--- config.mk ---
export PLATFORM = sky130hd
export DESIGN_NAME = safety_interlock_alarm_sequencer
export DESIGN_NICKNAME = d
export VERILOG_FILES = /design/src/rtl/sias_pkg.sv /design/src/rtl/sias_cfg.sv /design/src/rtl/safety_interlock_alarm_sequencer.sv
export SDC_FILE = /design/constraint.sdc
export NUM_CORES = 1
export LEC_CHECK = 0
export BUFFER_PORTS_ARGS = -buffer_cell sky130_fd_sc_hd__buf_4
export CAP_MARGIN = 15
export CORE_ASPECT_RATIO = 1.4
export CORE_UTILIZATION = 64
export CTS_BUF_LIST = sky130_fd_sc_hd__clkbuf_4 sky130_fd_sc_hd__clkbuf_8
export CTS_CLUSTER_SIZE = 16
export DETAILED_ROUTE_END_ITERATION = 10
export PLACE_DENSITY_LB_ADDON = 0.05
export SYNTH_ARGS = -nofsm -noshare
export SYNTH_HDL_FRONTEND = slang
export SYNTH_SLANG_ARGS = --single-unit
--- constraint.sdc ---
create_clock -name i_clk -period 11.35 [get_ports i_clk]
set_input_delay 0.5675 -clock i_clk [delete_from_list [all_inputs] [get_ports i_clk]]
set_output_delay 0.5675 -clock i_clk [all_outputs]
set_load 0.02 [all_outputs]
--- src/rtl/sias_pkg.sv ---
// Shared types and constants for the safety interlock and alarm sequencer.
// No dependencies; imported by every module of the block.
`timescale 1ns / 1ps
`default_nettype none

package sias_pkg;

    // Field widths
    localparam int ANGLE_W  = 14;   // unsigned angle, 1/64 degree
    localparam int TILT_W   = 15;   // signed tilt, 1/64 degree
    localparam int TIME_W   = 32;   // millisecond timestamp
    localparam int PERIOD_W = 16;   // period / duration in ms
    localparam int TONE_W   = 12;   // tone in Hz
    localparam int PHASES_W = 8;    // multi-beep phase counter
    localparam int COUNT_W  = 7;    // beep count field
    localparam int CMD_W    = 8;    // ASCII command byte
    localparam int ADDR_W   = 4;    // APB byte address
    localparam int DATA_W   = 32;   // APB data

    // Operation codes
    typedef enum logic [1:0] {
        OP_UPDATE     = 2'd0,
        OP_COMMAND    = 2'd1,
        OP_BEEP_ONCE  = 2'd2,
        OP_BEEP_MULTI = 2'd3
    } t_op;

    // Register indexes (word address)
    localparam logic [1:0] REG_DEFL_LIMIT   = 2'd0;
    localparam logic [1:0] REG_TILT_LIMIT   = 2'd1;
    localparam logic [1:0] REG_SIREN_PERIOD = 2'd2;
    localparam logic [1:0] REG_BEEP_PERIOD  = 2'd3;

    // Register reset values
    localparam logic [ANGLE_W-1:0]  RST_DEFL_LIMIT   = 14'd960;   // 15 degrees
    localparam logic [ANGLE_W-1:0]  RST_TILT_LIMIT   = 14'd2880;  // 45 degrees
    localparam logic [PERIOD_W-1:0] RST_SIREN_PERIOD = 16'd140;
    localparam logic [PERIOD_W-1:0] RST_BEEP_PERIOD  = 16'd100;

    // Tones
    localparam logic [TONE_W-1:0] TONE_SIREN_DEFAULT   = 12'd2600;
    localparam logic [TONE_W-1:0] TONE_SIREN_RESONANCE = 12'd2900;
    localparam logic [TONE_W-1:0] TONE_SIREN_WIND      = 12'd2300;
    localparam logic [TONE_W-1:0] TONE_BEEP            = 12'd2500;

    // Command bytes
    localparam logic [CMD_W-1:0] CMD_RELAY_ON_LO  = 8'h72;  // 'r'
    localparam logic [CMD_W-1:0] CMD_RELAY_ON_UP  = 8'h52;  // 'R'
    localparam logic [CMD_W-1:0] CMD_RELAY_OFF_LO = 8'h63;  // 'c'
    localparam logic [CMD_W-1:0] CMD_RELAY_OFF_UP = 8'h43;  // 'C'
    localparam logic [CMD_W-1:0] CMD_BEEPS_LO     = 8'h62;  // 'b'
    localparam logic [CMD_W-1:0] CMD_BEEPS_UP     = 8'h42;  // 'B'

    localparam logic [PHASES_W-1:0] CMD_BEEP_PHASES = 8'd6;  // three beeps

    typedef struct packed {
        logic [ANGLE_W-1:0]  deflection_limit;
        logic [ANGLE_W-1:0]  tilt_limit;
        logic [PERIOD_W-1:0] siren_period_ms;
        logic [PERIOD_W-1:0] beep_period_ms;
    } t_cfg;

endpackage

`default_nettype wire

--- src/rtl/sias_cfg.sv ---
// APB register file for the interlock limits and timer periods.
// Depends on sias_pkg.
`timescale 1ns / 1ps
`default_nettype none

module sias_cfg (
    input  wire logic                        i_clk,
    input  wire logic                        i_rst_n,
    input  wire logic                        psel,
    input  wire logic                        penable,
    input  wire logic                        pwrite,
    input  wire logic [sias_pkg::ADDR_W-1:0] paddr,
    input  wire logic [sias_pkg::DATA_W-1:0] pwdata,
    output logic      [sias_pkg::DATA_W-1:0] prdata,
    output logic                             pready,
    output sias_pkg::t_cfg                   o_cfg
);
    import sias_pkg::*;

    t_cfg       r_cfg;
    logic       w_wr;
    logic [1:0] w_idx;

    assign pready = 1'b1;
    assign w_wr   = psel && penable && pwrite;
    assign w_idx  = paddr[3:2];
    assign o_cfg  = r_cfg;

    always_ff @(posedge i_clk) begin
        if (!i_rst_n) begin
            r_cfg.deflection_limit <= RST_DEFL_LIMIT;
            r_cfg.tilt_limit       <= RST_TILT_LIMIT;
            r_cfg.siren_period_ms  <= RST_SIREN_PERIOD;
            r_cfg.beep_period_ms   <= RST_BEEP_PERIOD;
        end else if (w_wr) begin
            unique case (w_idx)
                REG_DEFL_LIMIT:   r_cfg.deflection_limit <= pwdata[ANGLE_W-1:0];
                REG_TILT_LIMIT:   r_cfg.tilt_limit       <= pwdata[ANGLE_W-1:0];
                REG_SIREN_PERIOD: r_cfg.siren_period_ms  <= pwdata[PERIOD_W-1:0];
                REG_BEEP_PERIOD:  r_cfg.beep_period_ms   <= pwdata[PERIOD_W-1:0];
                default: ;
            endcase
        end
    end

    always_comb begin
        unique case (w_idx)
            REG_DEFL_LIMIT:   prdata = {{(DATA_W-ANGLE_W){1'b0}}, r_cfg.deflection_limit};
            REG_TILT_LIMIT:   prdata = {{(DATA_W-ANGLE_W){1'b0}}, r_cfg.tilt_limit};
            REG_SIREN_PERIOD: prdata = {{(DATA_W-PERIOD_W){1'b0}}, r_cfg.siren_period_ms};
            REG_BEEP_PERIOD:  prdata = {{(DATA_W-PERIOD_W){1'b0}}, r_cfg.beep_period_ms};
            default:          prdata = '0;
        endcase
    end

endmodule

`default_nettype wire

--- src/rtl/safety_interlock_alarm_sequencer.sv ---
// Top level: safety interlock and alarm sequencer (input stage, step logic, result).
// Depends on sias_pkg and sias_cfg.
`timescale 1ns / 1ps
`default_nettype none

//  channel   direction  handshake                  payload
//  request   in         i_in_valid / o_in_stall    i_operation .. i_beep_count
//  result    out        o_out_valid / i_out_stall  o_interlock_engaged .. o_tone_hz
//  config    in         APB psel/penable/pready    paddr[3:2] word index, pwdata
//
//  One request per cycle sustained while the result is not stalled; the input register
//  feeds the step logic, which loads the state registers, which are also the result register.
//  Synchronous active-low reset; no clearing pass, the block is ready right after.
//  A stalled result holds; the input register keeps taking requests while the
//  result waits, and o_in_stall rises only once both stages are full.

module safety_interlock_alarm_sequencer (
    input  wire logic                          i_clk,
    input  wire logic                          i_rst_n,
    // request channel
    input  wire logic                          i_in_valid,
    output logic                               o_in_stall,
    input  wire logic [1:0]                    i_operation,
    input  wire logic [sias_pkg::TIME_W-1:0]   i_now_ms,
    input  wire logic                          i_imu_ok,
    input  wire logic [sias_pkg::ANGLE_W-1:0]  i_total_deflection,
    input  wire logic signed [sias_pkg::TILT_W-1:0] i_tilt_x,
    input  wire logic signed [sias_pkg::TILT_W-1:0] i_tilt_y,
    input  wire logic                          i_resonance_hazard,
    input  wire logic                          i_wind_hazard,
    input  wire logic [sias_pkg::CMD_W-1:0]    i_command_byte,
    input  wire logic [sias_pkg::PERIOD_W-1:0] i_beep_duration_ms,
    input  wire logic [sias_pkg::COUNT_W-1:0]  i_beep_count,
    // result channel
    output logic                               o_out_valid,
    input  wire logic                          i_out_stall,
    output logic                               o_interlock_engaged,
    output logic                               o_high_tilt,
    output logic                               o_hazard_active,
    output logic                               o_relay_drive,
    output logic                               o_buzzer_on,
    output logic      [sias_pkg::TONE_W-1:0]   o_tone_hz,
    // configuration
    input  wire logic                          psel,
    input  wire logic                          penable,
    input  wire logic                          pwrite,
    input  wire logic [sias_pkg::ADDR_W-1:0]   paddr,
    input  wire logic [sias_pkg::DATA_W-1:0]   pwdata,
    output logic      [sias_pkg::DATA_W-1:0]   prdata,
    output logic                               pready
);
    import sias_pkg::*;

    t_cfg w_cfg;

    sias_cfg u_cfg (
        .i_clk   (i_clk),
        .i_rst_n (i_rst_n),
        .psel    (psel),
        .penable (penable),
        .pwrite  (pwrite),
        .paddr   (paddr),
        .pwdata  (pwdata),
        .prdata  (prdata),
        .pready  (pready),
        .o_cfg   (w_cfg)
    );

    // ---------------- handshake ----------------
    logic r_s1_vld, n_s1_vld;
    logic r_out_vld, n_out_vld;
    logic w_out_free;   // result register can load this cycle
    logic w_step;       // input register moves into the step logic
    logic w_s1_free;    // input register can take a request

    assign w_out_free = !r_out_vld || !i_out_stall;
    assign w_step     = r_s1_vld && w_out_free;
    assign w_s1_free  = !r_s1_vld || w_step;
    assign o_in_stall = !w_s1_free;
    assign n_s1_vld   = i_in_valid ? 1'b1 : (r_s1_vld && !w_step);
    assign n_out_vld  = w_step || (r_out_vld && i_out_stall);

    // ---------------- input register ----------------
    t_op                      r_s1_op;
    logic [TIME_W-1:0]        r_s1_now;
    logic                     r_s1_imu;
    logic [ANGLE_W-1:0]       r_s1_defl;
    logic [TILT_W-1:0]        r_s1_tx;
    logic [TILT_W-1:0]        r_s1_ty;
    logic                     r_s1_res;
    logic                     r_s1_wind;
    logic [CMD_W-1:0]         r_s1_cmd;
    logic [PERIOD_W-1:0]      r_s1_dur;
    logic [COUNT_W-1:0]       r_s1_cnt;

    always_ff @(posedge i_clk) begin
        if (!i_rst_n) begin
            r_s1_vld  <= 1'b0;
            r_out_vld <= 1'b0;
        end else begin
            if (w_s1_free) begin
                r_s1_vld <= n_s1_vld;
            end
            r_out_vld <= n_out_vld;
        end
    end

    // payload only, no reset needed
    always_ff @(posedge i_clk) begin
        if (i_in_valid && w_s1_free) begin
            r_s1_op   <= t_op'(i_operation);
            r_s1_now  <= i_now_ms;
            r_s1_imu  <= i_imu_ok;
            r_s1_defl <= i_total_deflection;
            r_s1_tx   <= i_tilt_x;
            r_s1_ty   <= i_tilt_y;
            r_s1_res  <= i_resonance_hazard;
            r_s1_wind <= i_wind_hazard;
            r_s1_cmd  <= i_command_byte;
            r_s1_dur  <= i_beep_duration_ms;
            r_s1_cnt  <= i_beep_count;
        end
    end

    // ---------------- sequencer state (doubles as result register) ----------------
    logic                r_siren_phase,   n_siren_phase;
    logic                r_relay_enabled, n_relay_enabled;
    logic                r_relay_level,   n_relay_level;
    logic [TIME_W-1:0]   r_beep_end,      n_beep_end;    // 0 = no one-shot pending
    logic [PHASES_W-1:0] r_beep_left,     n_beep_left;
    logic [TIME_W-1:0]   r_siren_last,    n_siren_last;
    logic [TIME_W-1:0]   r_beep_last,     n_beep_last;
    logic [TONE_W-1:0]   r_tone,          n_tone;
    logic                r_tilt,          n_tilt;
    logic                r_interlock,     n_interlock;
    logic                r_hazard,        n_hazard;

    // ---------------- step logic ----------------
    logic [TILT_W-1:0]   w_ax, w_ay;         // |tilt|, 16384 fits unsigned
    logic                w_tilt, w_haz;
    logic [TIME_W-1:0]   w_siren_gap, w_beep_gap;
    logic                w_siren_ready, w_beep_ready;
    logic                w_end_hit;
    logic [TONE_W-1:0]   w_siren_tone;
    logic [PHASES_W-1:0] w_left_dec;

    assign w_ax = r_s1_tx[TILT_W-1] ? (~r_s1_tx + 1'b1) : r_s1_tx;
    assign w_ay = r_s1_ty[TILT_W-1] ? (~r_s1_ty + 1'b1) : r_s1_ty;

    // strictly-over compares; deflection limit and tilt limit share width
    assign w_tilt = r_s1_imu &&
                    ((r_s1_defl > w_cfg.deflection_limit) ||
                     (w_ax > {1'b0, w_cfg.tilt_limit}) ||
                     (w_ay > {1'b0, w_cfg.tilt_limit}));
    assign w_haz  = r_s1_res || r_s1_wind || w_tilt;

    // wrapping elapsed time against the period
    assign w_siren_gap   = r_s1_now - r_siren_last;
    assign w_beep_gap    = r_s1_now - r_beep_last;
    assign w_siren_ready = w_siren_gap >= {{(TIME_W-PERIOD_W){1'b0}}, w_cfg.siren_period_ms};
    assign w_beep_ready  = w_beep_gap  >= {{(TIME_W-PERIOD_W){1'b0}}, w_cfg.beep_period_ms};

    // one-shot end uses a plain unsigned compare, not a wrapping one
    assign w_end_hit  = (r_beep_end != '0) && (r_s1_now >= r_beep_end);
    assign w_left_dec = r_beep_left - 1'b1;

    // siren tone by hazard priority: resonance, then wind, then tilt
    assign w_siren_tone = r_s1_res  ? TONE_SIREN_RESONANCE :
                          r_s1_wind ? TONE_SIREN_WIND : TONE_SIREN_DEFAULT;

    always_comb begin
        n_siren_phase   = r_siren_phase;
        n_relay_enabled = r_relay_enabled;
        n_relay_level   = r_relay_level;
        n_beep_end      = r_beep_end;
        n_beep_left     = r_beep_left;
        n_siren_last    = r_siren_last;
        n_beep_last     = r_beep_last;
        n_tone          = r_tone;
        n_tilt          = r_tilt;
        n_interlock     = r_interlock;
        n_hazard        = r_hazard;

        unique case (r_s1_op)
            OP_UPDATE: begin
                n_tilt   = w_tilt;
                n_hazard = w_haz;
                if (w_haz) begin
                    // tripped: relay cut, siren toggles on its own timer
                    n_interlock   = 1'b0;
                    n_relay_level = 1'b0;
                    if (w_siren_ready) begin
                        n_siren_last  = r_s1_now;
                        n_siren_phase = !r_siren_phase;
                        n_tone        = !r_siren_phase ? w_siren_tone : '0;
                    end
                end else begin
                    n_interlock   = 1'b1;
                    n_relay_level = r_relay_enabled;
                    if (w_end_hit) begin
                        n_beep_end = '0;
                        if (r_beep_left == '0) begin
                            n_tone = '0;
                        end
                    end
                    // multi-beep: odd phases sound, even phases are gaps
                    if ((r_beep_left != '0) && w_beep_ready) begin
                        n_beep_last = r_s1_now;
                        n_beep_left = w_left_dec;
                        n_tone      = w_left_dec[0] ? TONE_BEEP : '0;
                    end
                    if ((n_beep_end == '0) && (n_beep_left == '0)) begin
                        n_tone = '0;
                    end
                end
            end
            OP_COMMAND: begin
                case (r_s1_cmd) inside
                    CMD_RELAY_ON_LO, CMD_RELAY_ON_UP: begin
                        n_relay_enabled = 1'b1;
                        n_relay_level   = 1'b1;
                    end
                    CMD_RELAY_OFF_LO, CMD_RELAY_OFF_UP: begin
                        n_relay_enabled = 1'b0;
                        n_relay_level   = 1'b0;
                    end
                    CMD_BEEPS_LO, CMD_BEEPS_UP: begin
                        n_beep_left = CMD_BEEP_PHASES;
                    end
                    default: ;
                endcase
            end
            OP_BEEP_ONCE: begin
                // sounds at once, even during a hazard; end time wraps mod 2^32
                n_tone     = TONE_BEEP;
                n_beep_end = r_s1_now + {{(TIME_W-PERIOD_W){1'b0}}, r_s1_dur};
            end
            OP_BEEP_MULTI: begin
                n_beep_left = {r_s1_cnt, 1'b0};
            end
            default: ;
        endcase
    end

    always_ff @(posedge i_clk) begin
        if (!i_rst_n) begin
            r_siren_phase   <= 1'b0;
            r_relay_enabled <= 1'b1;
            r_relay_level   <= 1'b1;
            r_beep_end      <= '0;
            r_beep_left     <= '0;
            r_siren_last    <= '0;
            r_beep_last     <= '0;
            r_tone          <= '0;
            r_tilt          <= 1'b0;
            r_interlock     <= 1'b1;
            r_hazard        <= 1'b0;
        end else if (w_step) begin
            r_siren_phase   <= n_siren_phase;
            r_relay_enabled <= n_relay_enabled;
            r_relay_level   <= n_relay_level;
            r_beep_end      <= n_beep_end;
            r_beep_left     <= n_beep_left;
            r_siren_last    <= n_siren_last;
            r_beep_last     <= n_beep_last;
            r_tone          <= n_tone;
            r_tilt          <= n_tilt;
            r_interlock     <= n_interlock;
            r_hazard        <= n_hazard;
        end
    end

    // ---------------- result ----------------
    // State only moves when a result loads, so a stalled result holds.
    assign o_out_valid         = r_out_vld;
    assign o_interlock_engaged = r_interlock;
    assign o_high_tilt         = r_tilt;
    assign o_hazard_active     = r_hazard;
    assign o_relay_drive       = r_relay_level;
    assign o_tone_hz           = r_tone;
    assign o_buzzer_on         = (r_tone != '0);

endmodule

`default_nettype wire

; After elaboration in Yosys (flattened, before gate mapping)
; Index checks and enable logic that the tools add are counted.
[word_totals]
regBits = 296
input_bits = 155
elab_cells = 146
[classes]
add_sub_neg = 6
order_cmp = 6
eq_ne = 20
muxes = 33
bitwise_logic = 3
reduce_logical = 50
[op_table]
columns = operator, n
row1 = 32-bit 2-to-1 mux, 4
row2 = 32-bit one-hot mux with 4 select lines, 1
row3 = 12-bit 2-to-1 mux, 8
row4 = 32-bit by 16-bit >= comparator with 1-bit output, 2
row5 = 32-bit one-hot mux with 2 select lines, 1
row6 = 32-bit subtractor, 2
row7 = 8-bit 2-to-1 mux, 7
row8 = 8-bit by 7-bit equality test with 1-bit output (second input constant), 6
row9 = 32-bit by 16-bit adder with 32-bit output, 1
row10 = 32-bit >= comparator, 1
row11 = 32-bit logical NOT, 1
row12 = 32-bit nonzero test, 1
row13 = 15-bit by 1-bit adder with 15-bit output (second input constant), 2
row14 = 15-bit by 14-bit greater-than comparator with 1-bit output, 2
row15 = 15-bit 2-to-1 mux, 2
row16 = 15-bit inverter, 2
row17 = 12-bit one-hot mux with 2 select lines, 1
row18 = 8-bit one-hot mux with 3 select lines, 1
row19 = 10-bit 2-to-1 mux, 2
row20 = 8-bit logical NOT, 2
row21 = 14-bit greater-than comparator, 1
row22 = 12-bit nonzero test, 1
row23 = 1-bit logical AND, 10
row24 = 5-bit inequality test (second input constant), 2
row25 = other kinds (20), 55

; Longest topological paths before layout
; Gate-level depths: netlist of run 1.
[depth]
depth_word = 15
depth_mapped = 26
depth_no_buf = 24

; Cells and area by module
; Synthesis of run 1 repeated with hierarchy kept, for this count alone.
[hier_totals]
hier_cells = 2103
area_unflattened_um2 = 19259.7
[modules_own_cells]
columns = module, instances, cells_each, area_per_inst_um2, seq_area_each_um2
row1 = safety_interlock_alarm_sequencer, 1, 1835, 16435.8, 5715.5
row2 = sias_cfg, 1, 268, 2824.0, 1201.2

; Worst setup path before layout of run 1
; Ideal clock, no wire load.
[synth_path]
path_kind = input to register
from = input port i_out_stall
to = register r_s1_cmd[0], enable pin
setup_ps = 593
arrival_ps = 5714
t_required_ps = 10757
setup_slack_ps = 5043
stages = 2
path_buffers = 0
path_cell_list = and3_1 -> nor2b_1
[synth_via]
elab_chain_cells = 5
[synth_lines]
columns = item, line_no
row1 = start: declaration, safety_interlock_alarm_sequencer.sv:36  ; input wire logic i_out_stall,
row2 = 1-bit logical NOT, safety_interlock_alarm_sequencer.sv:76  ; assign w_out_free = !r_out_vld || !i_out_stall;
row3 = 1-bit logical OR, safety_interlock_alarm_sequencer.sv:76
row4 = 1-bit logical AND, safety_interlock_alarm_sequencer.sv:77  ; assign w_step = r_s1_vld && w_out_free;
row5 = 1-bit logical OR, safety_interlock_alarm_sequencer.sv:78  ; assign w_s1_free = !r_s1_vld || w_step;
row6 = 1-bit logical AND, safety_interlock_alarm_sequencer.sv:110  ; if (i_in_valid && w_s1_free) begin
row7 = end signal: assignment, safety_interlock_alarm_sequencer.sv:119  ; r_s1_cmd <= i_command_byte;
row8 = end: declaration, safety_interlock_alarm_sequencer.sv:92  ; logic [CMD_W-1:0] r_s1_cmd;
; Every way passes these cells.
; A chain may end at the register's enable or synchronous reset.

; Worst setup path in the final report of run 1
[layout_path]
from = register r_s1_now[1]
to = register r_tone[4], in the netlist o_tone_hz[4]
[layout_via]
elab_chain_cells = 11
[layout_lines]
columns = item, line_no
row1 = start: declaration, safety_interlock_alarm_sequencer.sv:85  ; logic [TIME_W-1:0] r_s1_now;
row2 = start signal: assignment, safety_interlock_alarm_sequencer.sv:112  ; r_s1_now <= i_now_ms;
row3 = 32-bit subtractor, safety_interlock_alarm_sequencer.sv:159  ; assign w_beep_gap = r_s1_now - r_beep_last;
row4 = 32-bit by 16-bit >= comparator with 1-bit output, safety_interlock_alarm_sequencer.sv:161  ; assign w_beep_ready = w_beep_gap >= {{(TIME_W-PERIOD_W){1'b0}}, w_cfg.beep_period_ms};
row5 = 1-bit logical AND, safety_interlock_alarm_sequencer.sv:207  ; if ((r_beep_left != '0) && w_beep_ready) begin
row6 = 8-bit 2-to-1 mux, safety_interlock_alarm_sequencer.sv:207
row7 = 8-bit 2-to-1 mux, safety_interlock_alarm_sequencer.sv:188  ; if (w_haz) begin
row8 = 8-bit 2-to-1 mux, safety_interlock_alarm_sequencer.sv:184  ; unique case (r_s1_op)
row9 = 8-bit logical NOT, safety_interlock_alarm_sequencer.sv:212  ; if ((n_beep_end == '0) && (n_beep_left == '0)) begin
row10 = 1-bit logical AND, safety_interlock_alarm_sequencer.sv:212
row11 = 12-bit 2-to-1 mux, safety_interlock_alarm_sequencer.sv:212
row12 = 12-bit 2-to-1 mux, safety_interlock_alarm_sequencer.sv:188
row13 = 12-bit one-hot mux with 2 select lines, safety_interlock_alarm_sequencer.sv:184
row14 = end signal: assignment, safety_interlock_alarm_sequencer.sv:266  ; r_tone <= n_tone;
row15 = end: declaration, safety_interlock_alarm_sequencer.sv:133  ; logic [TONE_W-1:0] r_tone, n_tone;
; Several ways; a longest one is shown, not always the timed one. The select of a mux whose other input is x is not followed.

==> summary.md, run 1 <==
| Metric | Value |
|---|---|
| Chip height | `205 microns` |
| Root buf cell | `clkbuf_8` |
| PortBufs | `167` |
| Synth warn | `0` |
| CTS H-tree lvls | `2` |
| Crit-path slowest cell | `nor4_4` |
| Overall Power | `2.63 mW` |
| Critical R2R Launch | `r_s1_now[1]` |
| Count of final setup violators | `0` |
| Final Max Slew Viols | `0` |
| Min Tclk post-route | `7.11 ns` |
| IO Pins | `207` |
| Die X | `147 microns` |
| CP Class | `reg -> reg` |
| Achievable Freq | `141 MHz` |
| Slew @ Worst Pin | `1.02 ns` |
| Net count, final | `2,644` |
| Outcome | `finished clean` |
| Pre-antenna DRT Iters | `5` |
| CP peak stage delay | `0.63 ns` |
| Via/cell ratio | `6.06` |
| Crit. Startpoint | `r_s1_now[1]` |
| Worst rel slew slack | `32.0%` |
| Routability Congestion | `0.947` |
| CTS tree | `built` |
| Share of cells above drive strength 1 | `12.8%` |
| List of most frequent post-synthesis cells | `nand2_1 (230), inv_1 (202), ha_1 (189)` |
| Synth top area cells | `dfxtp_1 (19%), edfxtp_1 (18%), ha_1 (13%), nand2_1 (4.6%), inv_1 (4.0%)` |
| CTS clk-pin slew, worst paths | `0.07 ns` |
| Initial antenna violation count | `0` |
| Worst setup SP type | `flip-flop` |
| Crit path to | `o_tone_hz[4]` |
| Clock Sinks | `290` |
| Asr flop ratio synth | `0%` |
| Synth area leader | `dfxtp_1` |
| Clk_lat worst skew | `0.60 ns` |
| Power per cell area | `123 mW/mm^2` |
| First-pass GRT wire length | `79.5 mm` |
| Top-count cell post-synth | `nand2_1` |
| Reg2reg path depth | `23` |
| Final setup TNS | `0 ns` |
| Post-synth EDFFs | `111` |
| Post-Synthesis Cells | `2,141` |
| Setup bufs post-CTS | `0` |
| Crit-path max FO | `8` |
| Post-cts repair resize count | `0` |
| N_diodes | `0` |
| Top FF cell, synth | `dfxtp_1` |
| WP data arrival | `7.64 ns` |
| Max-Cap Viols | `0` |
| Initial DRC count | `965` |
| Avg WL per Cell | `18.6 microns` |
| RSZ-0062 raised after global routing | `no` |
| Remaining Overflow, GRT | `0` |
| Cells along the critical path | `inv_1 > fa_1 > nand2b_1 > a21oi_1 > o211ai_1 > a21oi_1 > xor2_1 > ha_1 > a21o_1 > a32oi_1 > nor4b_1 > o311ai_0 > nor4_1 > o2111ai_1 > or4_1 > nor4_4 > or2_1 > inv_2 > ha_1 > nand3b_1 > nor4_1 > o31a_1 > mux2i_1` |
| Routed via count | `16,500` |
| Routed Antenna Nets | `0` |
| Hpwl dp | `38.5 mm` |
| Synthesized flop and latch total | `290` |
| Die area | `0.0302 sq mm` |
| Post-Route WL | `50.4 mm` |
| WP data required | `11.87 ns` |
| Register area share after synthesis | `36.7%` |
| Hold Path Class | `in -> reg` |
| Clock skew | `0.0218 ns` |
| Final worst setup slack | `4.24 ns` |
| Cell Rows | `74` |
| Leakage | `8.30 nW` |
| Core ar. | `0.0291 sq mm` |
| Post-Syn Area | `0.0189 sq mm` |
| Tcrit/Tclk final | `62.7%` |
| Initial Util | `64.9%` |
| Filler cells | `2,195` |
| Synth-to-layout area growth | `13.1%` |
| Worst R2R End | `o_tone_hz[4]` |
| Largest net degree at the start of global routing | `82` |
| Peak supply drop | `0.000159 V` |
| Avg Inst Size Synth | `8.81 sq um` |
| Cell variety after synth | `81` |
| GRT Util Overall | `33.2%` |
| Number of global-route vias before repair | `16,000` |
| Final Hold Vio Count | `0` |
| Hold slack | `0.135 ns` |
| Setup crit end kind | `flip-flop` |
| Clock buffer depth | `3` |
| Worst R2R Setup Slack | `4.24 ns` |
| Drc violations | `0` |
| # hold bufs at CTS | `0` |
| Pre-CTS setup slack | `4.33 ns` |
| Top-area cell type share of the netlist area | `19.0%` |
| CTS Buf Count | `46` |
## flip-flops by register name, summed over array words and instances (netlist names), 14 cells and up
register and count:
r_beep_end 32, r_beep_last 32, r_s1_defl 14, r_s1_dur 16, r_s1_now 32, r_s1_tx 15
r_s1_ty 15, r_siren_last 32, u_cfg.o_cfg 60
## how the worst min path moves through the flow
stage          cells after the start  slack, ns                start                   to
3_5_place_dp                       2       0.46          o_high_tilt          o_high_tilt
3_3_place_gp                       1       0.44  o_interlock_engaged  o_interlock_engaged
5_1_grt                            1       0.11         i_now_ms[30]         r_s1_now[30]
4_1_cts                            1       0.11         i_now_ms[30]         r_s1_now[30]
2_1_floorplan                      2       0.45      u_cfg.o_cfg[33]      u_cfg.o_cfg[33]
6_report                           1       0.13         i_now_ms[30]         r_s1_now[30]
## area by class of cell
| class | instances | area [sq um] | area share [%] |
|---|---|---|---|
| Sequential cell | 290 | 6920 | 32.4 |
| Tap cell | 380 | 475 | 2.23 |
| Multi-Input combinational cell | 1573 | 10800 | 50.7 |
| Inverter | 204 | 767 | 3.60 |
| Clock inverter | 19 | 175 | 0.821 |
| Clock buffer | 67 | 822 | 3.85 |
| Timing Repair Buffer | 182 | 1370 | 6.41 |
## routing by layer
layer | vias to the layer above | part of all wire [%] | track usage, %
met1 | 7746 | 38 | 35.6
li1 | 7963 | - | -
met5 | - | 0 | 0
met4 | 0 | 6.1 | 20.4
met3 | 183 | 5.1 | 5.35
met2 | 572 | 51 | 60.8
## report_power, final
group	total (mW)	switching, mW	internal, mW
Sequential	1.16	0.0412	1.12
Combinational	0.493	0.281	0.212
Clock	0.970	0.433	0.537
## cells in the final DEF (no fill, tap or decap), drive strengths merged, types with 21 or more instances in the layout
master / Yosys / layout
nor3: 38 / 38
nor4: 21 / 21
inv: 204 / 204
a21oi: 151 / 151
o21a: 26 / 26
o21ai: 112 / 112
nand2: 231 / 231
dfxtp: 179 / 179
xnor2: 62 / 62
buf: 42 / 182
clkbuf: 50 / 67
ha: 189 / 189
nand4: 22 / 22
mux2i: 74 / 74
o211ai: 32 / 32
edfxtp: 111 / 111
xor2: 25 / 25
a21o: 41 / 41
nor2: 184 / 184
nor2b: 22 / 22
nand3: 42 / 42
## worst max-delay path, delay by kind of cell, from the launching register on
kind            cells  cell delay, ns
xor+xnor            1            0.21
buf+inv             2            0.35
simple gates        8            2.76
fa+ha+maj           3            1.09
mux                 1            0.23
compound gates      8            1.82
flops               1            0.57
## cells by family after synthesis
kind of cell               Yosys count  synth area share (%)
muxes                               89                  5.66
other                                2                0.0398
buffers and inverters              296                  6.49
xor gates and xnor gates            87                  4.04
AOI/OAI and AO/OA                  524                  17.9
and+or+nand+nor                    661                  16.3
adders and majority gates          192                  12.9
DFF                                290                  36.7
## metrics by stage
| stage | instances | utilization (%) | area (sq um) |
|---|---|---|---|
| final | 2715 | 73.4 | 21300 |
| after global routing | 2715 | 73.4 | 21300 |
| after CTS | 2715 | 73.4 | 21300 |
| after detailed placement | 2629 | 69.9 | 20300 |
| after global placement | 2629 | 69.9 | 20300 |
| after floorplan | 2159 | - | 18900 |
(Power assumes the default switching activity.)
==> inputs of run 2 (changes only) <==
- CORE_UTILIZATION: 64 -> 56
- clock period: 11.35 -> 5.75 ns (I/O delays scaled with it)
==> run 2 against run 1 <==
Setup slack worse by 4.1 ns. Wire length is 17% higher. Critical path depth is 3 higher. Largest cell class unchanged. Final area is 9.8% higher. Clock power is 100% higher. Critical path type unchanged. Global-route usage is 1.1 points higher. Hold slack better by 0.015 ns.
==> summary.md, run 2 (synthesized netlist as in run 1, its figures left out) <==
| Metric | Value |
|---|---|
| Routed Antenna Nets | `0` |
| Largest net degree at the start of global routing | `79` |
| Crit. Startpoint | `r_s1_now[3]` |
| Clock Sinks | `290` |
| CTS tree | `built` |
| Initial DRC count | `1,204` |
| RSZ-0062 raised after global routing | `yes` |
| Peak supply drop | `0.000271 V` |
| Clock buffer depth | `3` |
| Met1 Use GR | `35.9%` |
| Share of cells above drive strength 1 | `15.4%` |
| Die area | `0.0344 sq mm` |
| Final Max Slew Viols | `0` |
| Routed via count | `17,500` |
| Crit-path max FO | `4` |
| Power per cell area | `230 mW/mm^2` |
| Pre-CTS setup slack | `-0.320 ns` |
| Min Tclk post-route | `5.59 ns` |
| Hold slack | `0.149 ns` |
| Root buf cell | `clkbuf_8` |
| Critical R2R Launch | `r_s1_now[3]` |
| Filler cells | `2,628` |
| Avg WL per Cell | `19.8 microns` |
| Final worst setup slack | `0.159 ns` |
| Chip height | `219 microns` |
| PortBufs | `167` |
| Initial Util | `56.8%` |
| Synth-to-layout area growth | `24.2%` |
| Commonest cells after routing, fill and taps aside | `buf_4 (245), nand2_1 (230), inv_1 (201)` |
| Post-placement cell count | `2,759` |
| GRT Util Overall | `34.3%` |
| WP data arrival | `6.06 ns` |
| CP Class | `reg -> reg` |
| Worst setup SP type | `flip-flop` |
| Cell Rows | `79` |
| Max-Cap Viols | `0` |
| Hold Path Class | `in -> reg` |
| Overall Power | `5.39 mW` |
| Pre-antenna DRT Iters | `7` |
| Met3 Usage GRT | `4.42%` |
| Initial antenna violation count | `0` |
| CTS clk-pin slew, worst paths | `0.06 ns` |
| N_diodes | `0` |
| Leakage | `9.21 nW` |
| First-pass GRT wire length | `90.5 mm` |
| HP Start | `i_rst_n` |
| GRT Max-Usage Layer | `met2` |
| Setup crit end kind | `flip-flop` |
| Routability Congestion | `0.943` |
| Number of global-route vias before repair | `17,300` |
| Final setup TNS | `0 ns` |
| Clk_lat worst skew | `0.62 ns` |
| Drc violations | `0` |
| Post-Route WL | `59.1 mm` |
| Worst rel slew slack | `35.9%` |
| Final Hold Vio Count | `0` |
| Achievable Freq | `179 MHz` |
| Net count, final | `2,842` |
| Leading cell type in the layout, fill and taps excluded | `buf_4` |
| Via/cell ratio | `5.87` |
| Hpwl dp | `43.1 mm` |
| Clock skew | `0.0454 ns` |
| CTS Buf Count | `47` |
| Die X | `157 microns` |
| CTS H-tree lvls | `2` |
| Slew @ Worst Pin | `0.958 ns` |
| Count of final setup violators | `0` |
| Remaining Overflow, GRT | `0` |
| Final Instance Count excl. Fillers | `2,978` |
| Core ar. | `0.0332 sq mm` |
| IO Pins | `207` |
| Outcome | `finished clean` |
| WP data required | `6.22 ns` |
| Tcrit/Tclk final | `97.2%` |
| Max reg flops | `60` |
| Met2 Track Usage GR | `61.6%` |
-- run 2: layer usage --
metal / share of wire (%) / up-vias
met3: 4.8 / 219
li1: - / 8355
met1: 36 / 8243
met4: 8.4 / 0
met5: 0 / -
met2: 51 / 662
-- run 2: where the power goes --
part	internal, mW	switching, mW
Sequential	2.21	0.0708
Clock	1.06	0.884
Combinational	0.526	0.635
-- run 2: worst paths after layout --
kind	to	slack (ns)	depth (start not counted)
max	o_tone_hz[6]	0.16	26
min reg2reg	o_interlock_engaged	0.46	1
max reg2reg	o_tone_hz[6]	0.16	26
min	r_relay_enabled	0.15	2
-- run 2: metrics by stage --
stage	area [sq um]	util, %
2_1_floorplan	18900	-
3_3_place_gp	20900	63.0
3_5_place_dp	20900	63.0
4_1_cts	23300	70.0
5_1_grt	23400	70.5
6_report	23400	70.5
-- run 2: final cells by class --
type	instances	area (sq um)	area share (%)
well taps	445	557	2.38
flip-flops and latches	290	6920	29.5
clock buffers	68	823	3.52
clock inverters	19	170	0.727
repair buffers	379	3200	13.7
inverters	204	771	3.29
multi-input cells	1573	11000	46.9
-- run 2: worst max-delay path, stage by stage (launching register included) --
cell,delay [ns]
edfxtp_1,0.42
ha_1,0.32
buf_4,0.15
o211ai_1,0.23
a21oi_2,0.05
buf_4,0.15
buf_4,0.13
nor2_1,0.17
a22oi_2,0.11
and2_1,0.19
o21ai_1,0.15
a211oi_2,0.09
ha_1,0.35
a2111oi_4,0.33
o41ai_2,0.13
o22ai_1,0.25
o22ai_1,0.11
or4_4,0.54
nor4_4,0.23
buf_6,0.16
or2_4,0.13
inv_4,0.04
ha_4,0.25
nand3b_1,0.11
o41a_1,0.34
o21ai_2,0.23
a2bb2oi_1,0.09
-- run 2: what timing repair did --
item	CTS	global route
pin swaps	7	23
setup buffers	0	3
endpoints found under the hold margin	173	0
hold buffers	129	0
setup endpoints to repair	7	48
gates resized for setup	10	30
==> inputs of run 3 (changes only) <==
--- a/config.mk
+++ b/config.mk
@@ -10,3 +10,3 @@
 export CORE_ASPECT_RATIO = 1.4
-export CORE_UTILIZATION = 56
+export CORE_UTILIZATION = 64
 export CTS_BUF_LIST = sky130_fd_sc_hd__clkbuf_4 sky130_fd_sc_hd__clkbuf_8
==> constraint.sdc (replaced) <==
create_clock -name i_clk -period 7 [get_ports i_clk]
set_input_delay 0.7 -clock i_clk [delete_from_list [all_inputs] [get_ports i_clk]]
set_output_delay 0.7 -clock i_clk [all_outputs]
set_load 0.01 [all_outputs]
==> run 3 against run 2 <==
Cell count decreased by 8.4%. Clock power decreased by 14%. Core utilization increased by 3.5 points. Hold slack improved by 0.13 ns. Largest power group unchanged.
==> summary.md, run 3 (synthesized netlist as in run 1, its figures left out) <==
| Metric | Value |
|---|---|
| CP Class | `reg -> reg` |
| Leakage | `8.41 nW` |
| Root buf cell | `clkbuf_8` |
| Buf/Inv on CP | `3` |
| WP data required | `7.47 ns` |
| Area occupied by multi-input gates | `0.0108 sq mm` |
| Overall Power | `4.34 mW` |
| Die X | `147 microns` |
| Avg WL per Cell | `18.7 microns` |
| Achievable Freq | `152 MHz` |
| Clock Sinks | `290` |
| Max reg flops | `60` |
| Hold slack | `0.274 ns` |
| Min Tclk post-route | `6.58 ns` |
| Initial Util | `64.9%` |
| Filler cells | `2,164` |
| N_diodes | `0` |
| Max-Cap Viols | `0` |
| Crit-path max FO | `7` |
| Pre-antenna DRT Iters | `5` |
| # hold bufs at CTS | `0` |
| First-pass GRT wire length | `79.2 mm` |
| Die area | `0.0302 sq mm` |
| Initial antenna violation count | `0` |
| Clock skew | `0.0260 ns` |
| Net count, final | `2,658` |
| Clk_lat worst skew | `0.60 ns` |
| Post-DP Area | `0.0204 sq mm` |
| Routed Antenna Nets | `0` |
| Power per cell area | `202 mW/mm^2` |
| Final Max Slew Viols | `0` |
| CTS H-tree lvls | `2` |
| Family with the most delay on the worst path | `compound AO/OA/AOI/OAI gates` |
| Largest net degree at the start of global routing | `111` |
| PortBufs | `167` |
| Routability Congestion | `0.960` |
| Drc violations | `0` |
| IO Pins | `207` |
| Setup crit end kind | `flip-flop` |
| Final Core Density | `74.0%` |
| Remaining Overflow, GRT | `0` |
| Commonest cells after routing, fill and taps aside | `nand2_1 (230), inv_1 (202), buf_4 (195)` |
| GRT Util Overall | `33.3%` |
| Routed via count | `16,500` |
| Storage element area | `0.00692 sq mm` |
| Slew @ Worst Pin | `1.17 ns` |
| Crit-path slowest cell | `or4_1` |
| Share of cells above drive strength 1 | `13.5%` |
| Tcrit/Tclk final | `94.1%` |
| Core ar. | `0.0291 sq mm` |
| Cells along the critical path | `buf_4 > ha_1 > nor2b_1 > o31a_1 > o21ai_1 > o21ai_0 > nor2_1 > xnor2_1 > ha_1 > a32oi_1 > nor4b_1 > o311ai_0 > nor4_1 > o2111ai_1 > or4_1 > nor4_4 > buf_4 > or2_1 > inv_2 > ha_1 > nand3b_1 > o41a_1 > o21ai_1 > a2bb2oi_1` |
| Count of final setup violators | `0` |
| CTS Buf Count | `47` |
| Final Hold Vio Count | `0` |
| Leading cell type in the layout, fill and taps excluded | `nand2_1` |
| Via/cell ratio | `6.05` |
| RSZ-0062 raised after global routing | `no` |
| Clock buffer depth | `3` |
| Post-route cell area | `0.0215 sq mm` |
| Worst rel slew slack | `21.9%` |
| Peak supply drop | `0.000174 V` |
| WP data arrival | `7.05 ns` |
| CP peak stage delay | `0.60 ns` |
| Final setup TNS | `0 ns` |
| Hold Path Class | `in -> reg` |
| Most used cell, CP | `ha_1` |
| Worst setup SP type | `flip-flop` |
| Outcome | `finished clean` |
| Post-Route WL | `51.0 mm` |
| Hpwl dp | `39.4 mm` |
| CTS tree | `built` |
| Cell Rows | `74` |
| Synth-to-layout area growth | `14.0%` |
| Initial DRC count | `1,070` |
| CTS clk-pin slew, worst paths | `0.07 ns` |
| Chip height | `205 microns` |
| Number of global-route vias before repair | `16,100` |
==> run 3: changes by cell type in the layout (fill, tap and decap cells not counted), sizes merged <==
cell	previous run	this run
buf	250	195
clkinvlp	1	0
bufinv	3	4
dlygate4sd3	129	0
inv	205	203
clkinv	14	11
clkbuf	68	73
==> run 3: path summary, 6_finish.rpt <==
kind                                      to  cells after the start         start  slack, ns
worst min register to register   o_high_tilt                      2   o_high_tilt       0.46
worst min-delay path            r_s1_now[16]                      1  i_now_ms[16]       0.27
worst max-delay path            o_tone_hz[7]                     24   r_s1_now[1]       0.42
worst max register to register  o_tone_hz[7]                     24   r_s1_now[1]       0.42
==> run 3: what timing repair did <==
action                                  in CTS  in global routing
gates resized for setup                      0                  1
setup buffers                                0                  1
endpoints found under the setup margin       0                  7
==> run 3: cell type report <==
cell class / count / area share (%)
Inverter: 204 / 3.57
Clock buffer: 73 / 4.15
Multi-Input combinational cell: 1573 / 50.3
Clock inverter: 14 / 0.826
Timing Repair Buffer: 195 / 6.81
Tap cell: 380 / 2.21
Sequential cell: 290 / 32.2
==> run 3: stage by stage <==
| step | worst slack, ns | cells |
|---|---|---|
| 2_1_floorplan | 0.580 | 2159 |
| 3_3_place_gp | 0.669 | 2641 |
| 3_5_place_dp | 0.494 | 2641 |
| 4_1_cts | 0.452 | 2728 |
| 5_1_grt | 0.0315 | 2729 |
| 6_report | 0.416 | 2729 |
==> run 3: power breakdown <==
group	total, mW	internal, mW	switching (mW)
combinational	0.800	0.350	0.450
sequential	1.88	1.82	0.0621
clock	1.66	0.962	0.695
==> run 3: routing by layer <==
| layer | up-vias | share of wire (%) | track usage [%] |
|---|---|---|---|
| li1 | 7974 | - | - |
| met4 | 0 | 7.7 | 24.9 |
| met1 | 7736 | 37 | 34.5 |
| met3 | 219 | 4.8 | 4.74 |
| met5 | - | 0 | 0 |
| met2 | 589 | 51 | 60.7 |
